[config.mk]
export PLATFORM = sky130hd
export DESIGN_NAME = lant_cfg
export DESIGN_NICKNAME = d
export VERILOG_FILES = /design/src/hdl/lant_pkg.sv /design/src/hdl/lant_cfg.sv
export SDC_FILE = /design/constraint.sdc
export NUM_CORES = 1
export LEC_CHECK = 0
export ABC_AREA = 1
export BUFFER_PORTS_ARGS = -buffer_cell sky130_fd_sc_hd__buf_4
export CAP_MARGIN = 20
export CORE_MARGIN = 4
export CORE_UTILIZATION = 30
export CTS_BUF_LIST = sky130_fd_sc_hd__clkbuf_8
export CTS_CLUSTER_DIAMETER = 40
export DETAILED_ROUTE_END_ITERATION = 6
export GPL_TIMING_DRIVEN = 1
export HOLD_SLACK_MARGIN = 0.1
export PLACE_DENSITY = 0.63
export SLEW_MARGIN = 20
export SYNTH_ARGS = -nofsm -noshare
export SYNTH_HDL_FRONTEND = slang
export SYNTH_SLANG_ARGS = --single-unit
[constraint.sdc]
create_clock -name clk_i -period 1.9 [get_ports clk_i]
set_clock_uncertainty 0.05 [all_clocks]
set_input_delay 0 -clock clk_i [delete_from_list [all_inputs] [get_ports clk_i]]
set_output_delay 0 -clock clk_i [all_outputs]
set_load 0.01 [all_outputs]
[src/hdl/lant_pkg.sv]
// Shared types and constants of the multistate ant automaton.
package lant_pkg;

  localparam int unsigned SIDE = 256;

  typedef enum logic [1:0] {
    OP_STEP    = 2'd0,
    OP_READ    = 2'd1,
    OP_RESTART = 2'd2,
    OP_NOP     = 2'd3
  } op_e;

  typedef enum logic [2:0] {
    CFG_STATE_COUNT   = 3'd0,
    CFG_TURN_RULES    = 3'd1,
    CFG_START_COLUMN  = 3'd2,
    CFG_START_ROW     = 3'd3,
    CFG_START_HEADING = 3'd4
  } cfg_idx_e;

  typedef enum logic [1:0] {
    ST_CLEAR,
    ST_IDLE,
    ST_EXEC
  } state_e;

  typedef struct packed {
    logic [4:0]  state_count;
    logic [31:0] turn_rules;
    logic [7:0]  start_column;
    logic [7:0]  start_row;
    logic [1:0]  start_heading;
  } cfg_t;

  localparam logic [4:0]  RST_STATE_COUNT   = 5'd2;
  localparam logic [31:0] RST_TURN_RULES    = 32'd13;
  localparam logic [7:0]  RST_START_COLUMN  = 8'd128;
  localparam logic [7:0]  RST_START_ROW     = 8'd128;
  localparam logic [1:0]  RST_START_HEADING = 2'd0;

endpackage

[src/hdl/lant_cfg.sv]
// Configuration register bank of the ant automaton.
module lant_cfg (
  input  logic                clk_i,
  input  logic                rst_ni,
  input  logic                cfg_valid_i,
  output logic                cfg_ready_o,
  input  logic [2:0]          cfg_index_i,
  input  logic [31:0]         cfg_data_i,
  output lant_pkg::cfg_t      cfg_o
);
  import lant_pkg::*;

  cfg_t cfg_q, cfg_d;

  assign cfg_ready_o = 1'b1;
  assign cfg_o       = cfg_q;

  always_comb begin
    cfg_d = cfg_q;
    if (cfg_valid_i) begin
      unique case (cfg_idx_e'(cfg_index_i))
        CFG_STATE_COUNT:   cfg_d.state_count   = cfg_data_i[4:0];
        CFG_TURN_RULES:    cfg_d.turn_rules    = cfg_data_i;
        CFG_START_COLUMN:  cfg_d.start_column  = cfg_data_i[7:0];
        CFG_START_ROW:     cfg_d.start_row     = cfg_data_i[7:0];
        CFG_START_HEADING: cfg_d.start_heading = cfg_data_i[1:0];
        default:           cfg_d = cfg_q;
      endcase
    end
  end

  always_ff @(posedge clk_i or negedge rst_ni) begin
    if (!rst_ni) begin
      cfg_q.state_count   <= RST_STATE_COUNT;
      cfg_q.turn_rules    <= RST_TURN_RULES;
      cfg_q.start_column  <= RST_START_COLUMN;
      cfg_q.start_row     <= RST_START_ROW;
      cfg_q.start_heading <= RST_START_HEADING;
    end else begin
      cfg_q <= cfg_d;
    end
  end

endmodule

==> impl_metrics.env, run 1 <==
export IMPL_cts_htree_levels=2
export IMPL_fmax_mhz=573
export IMPL_cts_made_buffers=5
export IMPL_cts_tree="built"
export IMPL_antenna_left=0
export IMPL_critPathKind="input pin to register"
export IMPL_grt_total_usage_pct=15.5
export IMPL_cpPeakStageDelay_ns=0.59
export IMPL_synth_area_um2=2240
export IMPL_drt_iter0_drc=90
export IMPL_clk_pin_slew_worst_paths_ns=0.10
export IMPL_outcome="finished, final reports clean"
export IMPL_viasPerCell=4.44
export IMPL_postPlaceCellArea_um2=3010
export IMPL_insertion_delay_ns=0.30
export IMPL_cts_buffer_depth=2
export IMPL_hold_viol_final=0
export IMPL_min_delay_path_class="input pin to async pin"
export IMPL_cts_resized=0
export IMPL_overflow=0
export IMPL_synth_warnings=0
export IMPL_cp_max_fo=8
export IMPL_synth_seq_cells=55
export IMPL_fp_dieH_um=94.4
export IMPL_fillers=660
export IMPL_instances_no_fill=490
export IMPL_drive_gt1_share_pct=30.2
export IMPL_hold_ws_ns=0.230
export IMPL_cts_hold_repair_buffers=47
export IMPL_antenna_found_initial=0
export IMPL_mostFrequentLayoutCells="124 x nand2_1, 96 x buf_4, 49 x dfrtp_1"
export IMPL_multi_input_area_um2=761
export IMPL_die_w_um=94.4
export IMPL_p_leak_uw=0.00192
export IMPL_irDropWorstVdd_mv=0.386
export IMPL_fin_nets=428
export IMPL_cp_start_kind="input pin"
export IMPL_grt_max_degree=56
export IMPL_dp_cells=435
export IMPL_core_area_um2=7250
export IMPL_grt_pass1_wl_um=10800
export IMPL_endpoint="cfg_o[8]"
export IMPL_critical_path_startpoint="cfg_index_i[2]"
export IMPL_r2r_slack_ns=1.12
export IMPL_drv_cap=0
export IMPL_final_area_um2=3600
export IMPL_synthCells=252
export IMPL_crit_path_frequent_cell="nand2_1"
export IMPL_synth_nets=290
export IMPL_postCtsSetupBuffers=0
export IMPL_tightestPinTransition_ns=0.692
export IMPL_gp_congestion=0.789
export IMPL_route_detailed_drc=0
export IMPL_tns_ns=0
export IMPL_reg2reg_from="cfg_o[20]"
export IMPL_drtPass1Iterations=4
export IMPL_critPathSlowestCell="dlygate4sd3_1"
export IMPL_largest_reg_flops=55
export IMPL_synth_seq_area_share_pct=61.8
export IMPL_final_common_cell="nand2_1"
export IMPL_dp_final_hpwl_um=4310
export IMPL_start_util_pct=30.9
export IMPL_port_buffers=92
export IMPL_dieArea_um2=8910
export IMPL_syn_area_per_cell_um2=8.89
export IMPL_area_delta_synth_final_pct=60.7
export IMPL_required_ns=2.11
export IMPL_clockRootBuffer="clkbuf_8"
export IMPL_vias=2174
export IMPL_seq_area_um2=1380
export IMPL_wl_um=6530
export IMPL_routedWlPerCell_um=13.3
export IMPL_ios=94
export IMPL_num_rows=31
export IMPL_powerDensity_nw_per_um2=894
export IMPL_setup_worst_path_end_class="register"
export IMPL_ys_types=15
export IMPL_cts_sinks=55
export IMPL_slew_violations=0
export IMPL_r2r_end="cfg_o[20]"
export IMPL_grt_pass1_vias=2208
export IMPL_setup_viol=0
export IMPL_rsz0062_at_grt="false"
export IMPL_reg2reg_depth=2
export IMPL_slew_headroom_pct=53.9
export IMPL_fin_crit_sh_pct=91.8
export IMPL_diodes=0
export IMPL_fin_util_pct=49.6
export IMPL_period_needed_ns=1.74
export IMPL_worstPathCellList="dlygate4sd3_1 -> buf_4 -> inv_1 -> nand2_1 -> nor2_1 -> nand2_1 -> dlygate4sd3_1 -> nand2_1"
export IMPL_crit_arrival_ns=1.95
[how the worst min path moves through the flow]
| stage | from | endpoint | slack [ns] |
|---|---|---|---|
| 3_3_place_gp | rst_ni | cfg_o[26] | 0.04 |
| 5_1_grt | rst_ni | cfg_o[26] | 0.28 |
| 3_5_place_dp | rst_ni | cfg_o[29] | 0.05 |
| 4_1_cts | rst_ni | cfg_o[29] | 0.25 |
| 6_report | rst_ni | cfg_o[26] | 0.23 |
| 2_1_floorplan | rst_ni | cfg_o[0] | -0.35 |
[logic make-up (layout without fill, tap and decap cells)]
logic type,Yosys count,after routing,synth area share (%)
flip-flops,55,55,61.8
AND/OR/NAND/NOR,178,178,33.6
other,1,1,0.167
buffers and inverters,18,157,4.47
[synthesized netlist by cell type]
cell type  instances  area (um^2)
nor2_4             1         11.3
buf_4              2         15.0
nand2_1          124          465
nand2_4            1         11.3
inv_2              2         7.51
nor2_2             3         18.8
dfrtp_1           49         1230
dfstp_2            6          158
buf_2              8         40.0
inv_1              4         15.0
nand3_1           47          235
conb_1             1         3.75
buf_6              2         22.5
nor2_1             1         3.75
nand2_2            1         6.26
[report_power, final]
part           internal [uW]  switching, uW  total [uW]
logic                    464            416         880
registers               1410            134        1540
clock network            427            370         797
[metrics by stage]
step | total power, uW | setup WS (ns)
after floorplan | 1870 | 1.15
after global placement | 2370 | 0.799
after detailed placement | 2390 | 0.753
after CTS | 3270 | 0.272
after global routing | 3420 | 0.00386
final | 3220 | 0.155
[metal layers]
metal | track usage (%) | vias to the layer above | routed length [um]
met5 | 0 | - | 0
met4 | 4.09 | 0 | 87
met3 | 3.90 | 7 | 488
met2 | 27.0 | 74 | 3240
met1 | 19.2 | 1025 | 2720
li1 | - | 1068 | -
[critical path, delay by kind of cell]
family | cells | cell delay [ns]
buf+inv | 4 | 1.34
simple gates | 4 | 0.61
[final cells by class]
class	instances	area share, %
Sequential cell	55	38.4
Timing Repair Buffer	143	33.1
Multi-Input combinational cell	179	21.1
Tap cell	99	3.44
Clock buffer	6	2.29
Clock inverter	2	0.973
Inverter	6	0.626
Power figures use the tool's default switching activity.
==> inputs of run 2 (changes only) <==
--- a/config.mk
+++ b/config.mk
@@ -8,7 +8,7 @@
 export ABC_AREA = 1
 export BUFFER_PORTS_ARGS = -buffer_cell sky130_fd_sc_hd__buf_4
 export CAP_MARGIN = 20
-export CORE_MARGIN = 4
+export CORE_ASPECT_RATIO = 2
 export CORE_UTILIZATION = 30
 export CTS_BUF_LIST = sky130_fd_sc_hd__clkbuf_8
 export CTS_CLUSTER_DIAMETER = 40
@@ -16,6 +16,7 @@
 export GPL_TIMING_DRIVEN = 1
 export HOLD_SLACK_MARGIN = 0.1
 export PLACE_DENSITY = 0.63
+export SKIP_CTS_REPAIR_TIMING = 1
 export SLEW_MARGIN = 20
 export SYNTH_ARGS = -nofsm -noshare
 export SYNTH_HDL_FRONTEND = slang
==> run 2 against run 1 <==
Net effect: combinational power increased by 1%; utilization decreased by 0.25 points; global-route usage increased by 0.85 points; worst setup slack improved by 0.0027 ns; power increased by 0.54%; register-to-register slack about the same; flip-flop and latch count unchanged; largest cell class unchanged; highest routed layer unchanged.
==> impl_metrics.env, run 2 (synthesis results as in run 1) <==
export IMPL_layout_setup_ws_ns=0.158
export IMPL_fmax_mhz=574
export IMPL_overflow=0
export IMPL_required_ns=2.11
export IMPL_cts_tree="built"
export IMPL_vias=2157
export IMPL_route_detailed_drc=0
export IMPL_grtUsageMet3_pct=3.11
export IMPL_cts_made_buffers=5
export IMPL_antenna_found_initial=0
export IMPL_grt_pass1_wl_um=9670
export IMPL_setup_viol=0
export IMPL_reg2reg_from="cfg_o[18]"
export IMPL_cts_sinks=55
export IMPL_irDropWorstVdd_mv=0.445
export IMPL_fp_dieH_um=124
export IMPL_start_util_pct=31.1
export IMPL_seq_area_um2=1380
export IMPL_tightestPinTransition_ns=0.707
export IMPL_hold_viol_final=0
export IMPL_drv_cap=0
export IMPL_drt_iter0_drc=87
export IMPL_period_needed_ns=1.74
export IMPL_slew_violations=0
export IMPL_multi_input_area_um2=761
export IMPL_largest_reg_flops=55
export IMPL_tns_ns=0
export IMPL_mostFrequentLayoutCells="124 x nand2_1, 96 x buf_4, 49 x dfrtp_1"
export IMPL_viasPerCell=4.49
export IMPL_slew_headroom_pct=52.8
export IMPL_clk_pin_slew_worst_paths_ns=0.09
export IMPL_grt_max_degree=56
export IMPL_cts_buffer_depth=2
export IMPL_drtPass1Iterations=4
export IMPL_grt_total_usage_pct=16.4
export IMPL_setup_worst_path_end_class="register"
export IMPL_clockRootBuffer="clkbuf_8"
export IMPL_final_common_cell="nand2_1"
export IMPL_fin_crit_sh_pct=91.7
export IMPL_dieArea_um2=7840
export IMPL_wl_um=6680
export IMPL_diodes=0
export IMPL_fillers=700
export IMPL_drive_gt1_share_pct=30.4
export IMPL_rsz0062_at_grt="false"
export IMPL_antenna_left=0
export IMPL_cp_max_fo=9
export IMPL_routedWlPerCell_um=13.9
export IMPL_dp_slack_ns=0.679
export IMPL_cts_htree_levels=2
export IMPL_dp_final_hpwl_um=4470
export IMPL_powerDensity_nw_per_um2=908
export IMPL_gp_congestion=0.757
export IMPL_insertion_delay_ns=0.31
export IMPL_core_area_um2=7210
export IMPL_fin_util_pct=49.4
export IMPL_r2r_end="cfg_o[18]"
export IMPL_num_rows=44
export IMPL_min_delay_path_class="input pin to async pin"
export IMPL_p_leak_uw=0.00191
export IMPL_reg2reg_depth=2
export IMPL_fin_nets=425
export IMPL_crit_arrival_ns=1.96
export IMPL_r2r_slack_ns=1.13
export IMPL_gr_max_usage_layer="met2"
export IMPL_ios=94
export IMPL_cp_start_kind="input pin"
export IMPL_use_met1_pct=17.2
export IMPL_area_delta_synth_final_pct=59.0
export IMPL_grt_pass1_vias=1939
export IMPL_critPathKind="input pin to register"
export IMPL_die_w_um=63.1
export IMPL_port_buffers=92
export IMPL_outcome="finished, final reports clean"
export IMPL_met2_usage_pct=31.1
-- run 2: area by class of cell --
| cell class | count | area share, % |
|---|---|---|
| repair buffers | 140 | 32.6 |
| clock inverters | 2 | 0.984 |
| inverters | 6 | 0.632 |
| well taps | 92 | 3.23 |
| clock buffers | 6 | 2.32 |
| multi-input cells | 179 | 21.4 |
| flip-flops and latches | 55 | 38.9 |
-- run 2: critical path, stage by stage --
cell           delay [ns]
dlygate4sd3_1        0.55
buf_4                0.15
inv_1                0.05
nor2_2               0.39
dlygate4sd3_1        0.66
nand3_1              0.08
nand2_1              0.08
-- run 2: worst max path at each step --
stage                               from   endpoint  slack (ns)
final                     cfg_index_i[1]  cfg_o[17]        0.16
after CTS                      cfg_o[21]  cfg_o[21]        0.85
after global placement    cfg_index_i[1]  cfg_o[25]        0.73
after global routing      cfg_index_i[1]  cfg_o[17]        0.10
after floorplan                 cfg_o[9]   cfg_o[9]        1.15
after detailed placement  cfg_index_i[1]  cfg_o[40]        0.68
-- run 2: where the power goes --
part / total [uW] / switching [uW] / internal (uW)
registers: 1540 / 131 / 1410
clock network: 807 / 380 / 427
logic: 891 / 428 / 463
total: 3230 / 939 / 2300
-- run 2: metal layers --
metal	wire length (um)	up-vias
met4	179	0
met3	202	11
met5	0	-
met1	2480	1021
met2	3820	61
li1	-	1064
-- run 2: stage by stage --
stage	hold slack (ns)	cell area (um^2)	cells	power, uW
floorplan	-0.346	2240	252	1870
global placement	0.0390	3000	428	2370
detailed placement	0.0492	3000	428	2390
CTS	-0.304	3120	436	3210
global route	0.288	3560	480	3430
finish	0.220	3560	480	3230
==> inputs of run 3 (changes only) <==
--- a/config.mk
+++ b/config.mk
@@ -8,7 +8,6 @@
 export ABC_AREA = 1
 export BUFFER_PORTS_ARGS = -buffer_cell sky130_fd_sc_hd__buf_4
 export CAP_MARGIN = 20
-export CORE_ASPECT_RATIO = 2
 export CORE_UTILIZATION = 30
 export CTS_BUF_LIST = sky130_fd_sc_hd__clkbuf_8
 export CTS_CLUSTER_DIAMETER = 40
==> run 3 against run 2 <==
Net effect: final cell count up 2.9%; critical path depth unchanged; via count down 0.37%; sequential share of layout area down 0.59 points; global-route usage down 1.5 points; wire length down 6.8%; flip-flop and latch count unchanged; non-clock buffer count up 7; die area down 0.26%; worst setup slack worse by 0.029 ns; clock power down 21%; largest cell class unchanged; largest power group unchanged.
==> impl_metrics.env, run 3 (synthesis results as in run 1) <==
export IMPL_outcome="finished, final reports clean"
export IMPL_wl_um=6230
export IMPL_cp_max_fo=10
export IMPL_fillers=705
export IMPL_ios=94
export IMPL_r2r_slack_ns=0.68
export IMPL_cts_buffer_depth=2
export IMPL_fp_dieH_um=88.4
export IMPL_diodes=0
export IMPL_grt_pass1_wl_um=8740
export IMPL_path_buf_inv=3
export IMPL_multi_input_area_um2=761
export IMPL_reg2reg_from="cfg_o[16]"
export IMPL_period_needed_ns=1.77
export IMPL_path_delay_family="buffers and inverters"
export IMPL_drtPass1Iterations=4
export IMPL_dieArea_um2=7820
export IMPL_setup_viol=0
export IMPL_min_delay_path_class="input pin to register"
export IMPL_cts_sinks=55
export IMPL_largest_reg_flops=55
export IMPL_mostFrequentLayoutCells="124 x nand2_1, 96 x buf_4, 51 x dlygate4sd3_1"
export IMPL_grt_pass1_vias=1804
export IMPL_r2r_end="cfg_o[16]"
export IMPL_clk_pin_slew_worst_paths_ns=0.10
export IMPL_critPathKind="input pin to register"
export IMPL_port_buffers=92
export IMPL_vias=2149
export IMPL_cts_htree_levels=2
export IMPL_critPathSlowestCell="dlygate4sd3_1"
export IMPL_slew_headroom_pct=54.0
export IMPL_worstPathCellList="buf_4 -> nor2_4 -> dlygate4sd3_1 -> nand2_4 -> nand2_1 -> nand2_1 -> dlygate4sd3_1"
export IMPL_num_rows=31
export IMPL_core_area_um2=7250
export IMPL_area_delta_synth_final_pct=61.5
export IMPL_seq_area_um2=1380
export IMPL_cp_start_kind="input pin"
export IMPL_gp_congestion=0.836
export IMPL_final_common_cell="nand2_1"
export IMPL_cts_made_buffers=5
export IMPL_tightestPinTransition_ns=0.690
export IMPL_hold_path_endpoint="cfg_o[4]"
export IMPL_fmax_mhz=564
export IMPL_fin_crit_sh_pct=93.2
export IMPL_hold_viol_final=0
export IMPL_crit_arrival_ns=1.91
export IMPL_dp_final_hpwl_um=4020
export IMPL_antenna_found_initial=0
export IMPL_grt_max_degree=56
export IMPL_hold_path_cell_count=5
export IMPL_irDropWorstVdd_mv=0.423
export IMPL_fin_nets=432
export IMPL_drv_cap=0
export IMPL_grt_total_usage_pct=14.9
export IMPL_overflow=0
export IMPL_drt_iter0_drc=67
export IMPL_fin_util_pct=49.9
export IMPL_drive_gt1_share_pct=29.9
export IMPL_reg2reg_depth=3
export IMPL_viasPerCell=4.35
export IMPL_clockRootBuffer="clkbuf_8"
export IMPL_die_w_um=88.4
export IMPL_cpPeakStageDelay_ns=0.82
export IMPL_required_ns=2.04
export IMPL_cts_tree="built"
export IMPL_start_util_pct=30.9
export IMPL_insertion_delay_ns=0.30
export IMPL_antenna_left=0
export IMPL_p_leak_uw=0.00192
export IMPL_powerDensity_nw_per_um2=847
export IMPL_tns_ns=0
export IMPL_routedWlPerCell_um=12.6
export IMPL_slew_violations=0
export IMPL_setup_worst_path_end_class="register"
export IMPL_min_delay_start="cfg_index_i[2]"
export IMPL_route_detailed_drc=0
export IMPL_rsz0062_at_grt="false"
run 3: worst max path at each step:
stage	from	end	slack, ns	cells after the start
2_1_floorplan	cfg_o[9]	cfg_o[9]	1.15	2
3_3_place_gp	cfg_index_i[2]	cfg_o[49]	0.81	6
3_5_place_dp	cfg_index_i[2]	cfg_o[42]	0.78	6
4_1_cts	cfg_o[18]	cfg_o[18]	0.86	1
5_1_grt	cfg_index_i[2]	cfg_o[16]	0.06	7
6_report	cfg_index_i[2]	cfg_o[16]	0.13	7
run 3: area by class of cell:
| class | count | share of cell area (%) |
|---|---|---|
| clock buffer | 5 | 1.90 |
| clock inverter | 3 | 0.692 |
| inverter | 6 | 0.623 |
| multi-input combinational | 179 | 21.0 |
| sequential | 55 | 38.3 |
| tap | 99 | 3.43 |
| timing repair buffer | 147 | 34.0 |
run 3: report_power, final:
part,internal [uW],leakage [uW],switching [uW]
sequential,1410,0.000679,133
clock,264,0.0000443,376
combinational,471,0.00119,412
run 3: layer usage:
metal | share of wire (%) | vias up | track usage (%)
li1 | - | 1073 | -
met1 | 45 | 1005 | 20.0
met2 | 50 | 69 | 24.4
met3 | 4.9 | 2 | 3.36
met4 | 0.34 | 0 | 3.52
met5 | 0 | - | 0
run 3: per-stage QoR:
step | total power [uW] | instances | hold slack (ns) | worst slack [ns] | instance area [um^2]
after detailed placement | 2380 | 435 | 0.0463 | 0.782 | 3010
after floorplan | 1870 | 252 | -0.346 | 1.15 | 2240
after global placement | 2360 | 435 | 0.0396 | 0.810 | 3010
after CTS | 3040 | 443 | -0.297 | 0.857 | 3110
final | 3060 | 494 | 0.0865 | 0.128 | 3620
after global routing | 3260 | 494 | 0.120 | 0.0647 | 3620
run 3: worst min-delay path, delay by kind of cell:
kind	cells	cell delay [ns]
buffers and inverters	1	0.10
AND/OR/NAND/NOR	4	0.31
